`config.mk`:
```
export PLATFORM = sky130hd
export DESIGN_NAME = lbfp_ctrl
export DESIGN_NICKNAME = d
export VERILOG_FILES = /design/src/hw/rtl/lbfp_pkg.sv /design/src/hw/rtl/lbfp_ctrl.sv
export SDC_FILE = /design/constraint.sdc
export NUM_CORES = 1
export LEC_CHECK = 0
export BUFFER_PORTS_ARGS = -buffer_cell sky130_fd_sc_hd__buf_2
export CAP_MARGIN = 20
export CORE_AREA = 2 2 39 41
export CTS_BUF_LIST = sky130_fd_sc_hd__clkbuf_8
export DETAILED_ROUTE_END_ITERATION = 10
export DIE_AREA = 0 0 41 43
export PLACE_DENSITY = 0.61
export SLEW_MARGIN = 20
export SYNTH_ARGS = -nofsm -noshare
export SYNTH_HDL_FRONTEND = slang
export SYNTH_SLANG_ARGS = --single-unit
export TNS_END_PERCENT = 5
```
`constraint.sdc`:
```
create_clock -name i_clk -period 2.3 [get_ports i_clk]
set_input_delay 0 -clock i_clk [delete_from_list [all_inputs] [get_ports i_clk]]
set_output_delay 0 -clock i_clk [all_outputs]
set_load 0.02 [all_outputs]
```
`src/hw/rtl/lbfp_pkg.sv`:
```
`default_nettype none
// ----------------------------------------------------------------------------
// lbfp_pkg
// Shared constants and types for the LSB-first bit field packer.
// ----------------------------------------------------------------------------
package lbfp_pkg;

    localparam int BUFFER_BYTES = 1024;
    localparam int CAP_BITS     = BUFFER_BYTES * 8;
    localparam int POS_W        = $clog2(CAP_BITS + 1);
    localparam int ADDR_W       = $clog2(BUFFER_BYTES);
    localparam int FIELD_W      = 32;
    localparam int COUNT_W      = 6;
    localparam int STATUS_W     = 2;
    localparam int SPAN_BYTES   = 5;
    localparam int SPAN_W       = SPAN_BYTES * 8;
    localparam int NB_W         = $clog2(SPAN_BYTES + 1);
    localparam int SLOT_W       = $clog2(SPAN_BYTES);

    localparam logic OP_WRITE = 1'b0;
    localparam logic OP_READ  = 1'b1;

    typedef enum logic [STATUS_W-1:0] {
        ST_OK       = 2'd0,
        ST_OVERFLOW = 2'd1,
        ST_UNDERRUN = 2'd2
    } t_status;

    // controller -> datapath
    typedef struct packed {
        logic load;
        logic wr_step;
        logic rd_step;
        logic out_load;
    } t_cmd;

    // datapath -> controller
    typedef struct packed {
        logic op_read_now;
        logic no_bytes_now;
        logic last_byte;
    } t_stat;

endpackage
`default_nettype wire

```
`src/hw/rtl/lbfp_ctrl.sv`:
```
`default_nettype none
// ----------------------------------------------------------------------------
// lbfp_ctrl
// Sequencer: steps the datapath through one byte access per cycle.
// ----------------------------------------------------------------------------
module lbfp_ctrl (
    input  wire             i_clk,
    input  wire             i_rst_n,
    input  wire             i_in_valid,
    output logic            o_in_ready,
    output logic            o_out_valid,
    input  wire             i_out_ready,
    input  lbfp_pkg::t_stat i_stat,
    output lbfp_pkg::t_cmd  o_cmd
);

    typedef enum logic [4:0] {
        S_IDLE   = 5'b00001,
        S_WRITE  = 5'b00010,
        S_READ   = 5'b00100,
        S_WAIT   = 5'b01000,
        S_FINISH = 5'b10000
    } t_state;

    t_state r_state, n_state;
    logic   r_out_valid, n_out_valid;
    logic   accept;

    assign o_in_ready  = (r_state == S_IDLE);
    assign o_out_valid = r_out_valid;
    assign accept      = i_in_valid && o_in_ready;

    always_comb begin
        n_state        = r_state;
        n_out_valid    = r_out_valid && !i_out_ready;
        o_cmd          = '0;
        o_cmd.load     = accept;
        case (r_state)
            S_IDLE: begin
                if (accept) begin
                    if (i_stat.no_bytes_now) begin
                        n_state = S_FINISH;
                    end else if (i_stat.op_read_now) begin
                        n_state = S_READ;
                    end else begin
                        n_state = S_WRITE;
                    end
                end
            end
            S_WRITE: begin
                o_cmd.wr_step = 1'b1;
                if (i_stat.last_byte) begin
                    n_state = S_FINISH;
                end
            end
            S_READ: begin
                o_cmd.rd_step = 1'b1;
                if (i_stat.last_byte) begin
                    n_state = S_WAIT;
                end
            end
            // last read byte lands in the assembly register
            S_WAIT: begin
                n_state = S_FINISH;
            end
            S_FINISH: begin
                if (!r_out_valid || i_out_ready) begin
                    o_cmd.out_load = 1'b1;
                    n_out_valid    = 1'b1;
                    n_state        = S_IDLE;
                end
            end
            default: begin
                n_state = S_IDLE;
            end
        endcase
    end

    always_ff @(posedge i_clk) begin
        if (!i_rst_n) begin
            r_state     <= S_IDLE;
            r_out_valid <= 1'b0;
        end else begin
            r_state     <= n_state;
            r_out_valid <= n_out_valid;
        end
    end

endmodule
`default_nettype wire

```
* Yosys cells after proc, flatten, opt, wreduce, memory -nomap -nowiden
Index checks and enable logic that the tools add are counted.
** Storage, ports and cells
- Output and inout port bits :: 6
- Register bits :: 6
- Bits in read-only memories :: 0
- RAM bits :: 0
- Bits in latches :: 0
- Logic and storage cells :: 30
- Input bits :: 7
- Memories kept :: 0
** Cells by class
- Bitwise logic cells :: 0
- Reduce and logical (&&, ||, !) cells :: 6
- $lt $le $gt $ge :: 0
- Divide/modulo/power cells :: 0
- Eq/ne operators :: 9
- Multiply operators :: 0
- Shift operators :: 0
- Add/subtract/negate cells :: 0
- Mux-type cells :: 13
** Operator list (count)
- 5-bit 2-to-1 mux :: 5
- 5-bit one-hot mux with 5 select lines :: 1
- 1-bit 2-to-1 mux :: 6
- 2-bit != test, second input constant :: 3
- 5-bit by 1-bit == test with 1-bit output, second input constant :: 1
- 5-bit by 2-bit == test with 1-bit output, second input constant :: 1
- 5-bit by 3-bit == test with 1-bit output, second input constant :: 1
- 5-bit by 4-bit == test with 1-bit output, second input constant :: 1
- 5-bit == test, second input constant :: 1
- 4-bit AND reduction :: 1
- 3-bit 2-to-1 mux :: 1
- 1-bit logical AND :: 2
- 1-bit logical NOT :: 2
- 2-bit by 1-bit != test with 1-bit output, second input constant :: 1
- 1-bit logical OR :: 1

* Logic depth before layout (Yosys ltp)
- Depth after elaboration :: 4
- Mapped depth :: 5
- Mapped depth without buffers :: 4

* Least setup slack after synthesis
Ideal clock, no wire load.
- Path kind :: reg-to-reg
- Start point :: register r_state[2]
- End point :: register r_state[0]
- Cell stages (with the launch flop) :: 6
- Clock period less this slack :: 1.508 ns
- Setup slack :: 0.792 ns
- Required time :: 2.166 ns
- Arrival :: 1.374 ns
- Buffers on the path :: 1
- Setup time :: 0.134 ns
- Cells stage by stage :: dfxtp_1 -> buf_6 -> or3_4 -> nor2_2 -> and2_4 -> o2111ai_1
** On the way
- Longest elaborated chain between the ends :: 4
- Elaborated cells on any way between the ends :: 12
- Those cells by class :: eq/ne (9); mux (1); reduce/logical (2)
** Ends and longest elaborated chain
- start, declared :: RTL line lbfp_ctrl.sv:25 : t_state r_state, n_state;
- start signal, assigned :: RTL line lbfp_ctrl.sv:84 : r_state <= n_state;
- 5-bit by 1-bit == test with 1-bit output :: RTL line lbfp_ctrl.sv:29 : assign o_in_ready = (r_state == S_IDLE);
- net o_in_ready :: RTL line lbfp_ctrl.sv:10 : output logic o_in_ready,
- 1-bit logical AND :: RTL line lbfp_ctrl.sv:31 : assign accept = i_in_valid && o_in_ready;
- net accept :: RTL line lbfp_ctrl.sv:27 : logic accept;
- 2-bit by 1-bit != test with 1-bit output (no line)
- 4-bit AND reduction (no line)
The timed path passes the listed nets, and every way through them passes these cells.
A chain may end at the register's enable or synchronous reset.

==> flow_summary.json <==
{
  "yosys_warnings": 0,
  "endpoint_kind": "primary output",
  "rsz0062_at_grt": "false",
  "utilization_pct": 36.9,
  "cpPeakStageDelay_ns": 0.45,
  "cp-start-kind": "flop",
  "postRouteWirelength_um": 837,
  "finalSetupTns_ns": 0,
  "synth.net_count": 56,
  "ir_drop_v": 0.000309,
  "synth-edff-count": 0,
  "gr-total-overflow": 0,
  "core_sq_mm": 0.00138,
  "hpwl_um": 660,
  "n_fill_cell": 143,
  "start_util_pct": 31.2,
  "synth_flop_cell": "dfxtp_1",
  "clkSinkCount": 6,
  "postCtsSetupBuffers": 0,
  "outcome": "finished clean",
  "firstDrtPassIters": 2,
  "path_cells": "or2_1 > or4_1 > nor2b_1 > buf_2",
  "cp.required_ns": 2.30,
  "syn-mean-instance-area_sq_um": 8.81,
  "fp.dieArea_sq_mm": 0.00176,
  "top_usage_layer": "met2",
  "vias": 374,
  "grt_util_met2_pct": 14.7,
  "wl_per_cell_um": 11.2,
  "path_class": "reg -> out",
  "final_hold_viol_count": 0,
  "clock.fmax_mhz": 630,
  "cts_buffer_depth": 2,
  "htree_levels": 1,
  "cts_resized": 0,
  "die_w_um": 41,
  "route.antenna.remaining_nets": 0,
  "synth.distinct_cells": 32,
  "ys_seq_area_share_pct": 27.8,
  "vias_per_cell": 4.99,
  "cpMaxStageDelayCell": "or4_1",
  "p_leak_nw": 0.221,
  "grt_use_total_pct": 11.1,
  "maxCapViolations": 0,
  "fin_crit_sh_pct": 69.0,
  "final-setup-viol-count": 0,
  "final_cell_mix": "buf_2 (12), dfxtp_1 (6), inv_1 (3), nand2_1 (3), clkbuf_8 (3)",
  "seq_area_sq_um": 120,
  "syn_to_final_growth_pct": 18.3,
  "layout-drive-gt1-share_pct": 37.3,
  "multiInputGateArea_sq_um": 258,
  "pin_count": 13,
  "grt_pass1_vias": 320,
  "met3_usage_pct": 4.19,
  "finClkSkew_ns": 0.00414,
  "drt_iter0_markers": 6,
  "cp_max_fo": 5,
  "cts_root_buf": "clkbuf_8",
  "grt_antenna_before_repair": 0,
  "cts_made_buffers": 3,
  "place.gp.congestion": 0.672,
  "grt_pass1_wl_mm": 1.30,
  "cts_tree": "built",
  "final_common_cell": "buf_2",
  "die_h_um": 43,
  "syn_inst": 49,
  "fin_crit_ns": 1.59,
  "clk_latency_ns": 0.22,
  "io_buffers": 12,
  "worst_slew_pin_slew_ns": 0.352,
  "cts.clk_slew.worst_paths_ns": 0.04,
  "insertedDiodeCount": 0,
  "syn_area_sq_um": 432,
  "remaining_drc_errors": 0,
  "postCtsHoldBufs": 0,
  "synth-seq-cells": 6,
  "relSlewSlack_pct": 76.5,
  "slew_viol_final": 0,
  "grtUsageMet1_pct": 14.1,
  "rows": 14,
  "grt_max_degree": 11,
  "nNetsFinal": 68,
  "p_per_area_mw_per_mm2": 851,
  "hp-class": "in -> reg",
  "crit_arrival_ns": 1.59,
  "synth-async-reset-ratio_pct": 0
}
## worst max-delay path: cells and delay by family, from the launching register on
kind	cells	cell delay [ns]
flops	1	0.34
simple gates	3	0.87
buf+inv	1	0.16
## kinds of logic after synthesis
family | after synthesis | share of synthesized area (%)
flops | 6 | 27.8
compound gates | 7 | 11.3
mux | 2 | 4.64
buf+inv | 8 | 12.5
simple gates | 24 | 39.7
xor+xnor | 2 | 4.06
## final timing paths
kind	slack [ns]	end	from	cells past startpoint
max	0.71	o_cmd[0]	r_state[0]$_SDFFE_PN1P_	4
min reg2reg	0.49	o_out_valid$_SDFF_PN0_	o_out_valid$_SDFF_PN0_	2
max reg2reg	0.81	r_state[2]$_SDFFE_PN0P_	r_state[2]$_SDFFE_PN0P_	4
min	0.05	r_state[0]$_SDFFE_PN1P_	i_rst_n	2
## report_power, final
group / internal [mW] / leakage (nW) / switching, mW / total (mW)
clock: 0.112 / 0.0216 / 0.0436 / 0.156
sequential: 0.116 / 0.0489 / 0.0187 / 0.135
combinational: 0.0638 / 0.150 / 0.0794 / 0.143
## sequential cells by signal (all words and copies together), names as in the netlist
| signal | flops |
|---|---|
| r_state | 5 |
| o_out_valid | 1 |
## through the flow
stage	setup slack, ns	std cells	instance area, sq um	power, mW	hold slack [ns]
final	0.714	75	510	0.434	0.0479
after CTS	0.701	75	510	0.439	0.0463
after detailed placement	0.817	72	469	0.280	0.274
after global placement	0.829	72	469	0.281	0.284
after floorplan	0.792	49	432	0.260	0.170
after global routing	0.623	75	510	0.461	0.0800
## final cells by class
type,instances,area share [%]
Timing Repair Buffer,12,11.8
Sequential cell,6,23.5
Multi-Input combinational cell,35,50.5
Tap cell,16,3.92
Clock buffer,3,8.09
Inverter,3,2.21
## synth_stat cells, drive strengths merged, types with 2 or more instances
master	count	share of area, %
a21oi	2	2.3
and3	2	2.9
buf	4	8.7
dfxtp	6	28
inv	3	2.6
mux2i	2	4.6
nand2	3	2.6
nand2b	2	3.5
nor2	3	3.2
nor3	2	4.6
nor3b	2	4.6
xnor2	2	4.1
## per-layer routing
metal,part of all wire [%],up-vias
li1,-,193
met1,48,170
met2,43,9
met3,7.5,2
met4,1.2,0
met5,0,-
Power figures use the tool's default switching activity.
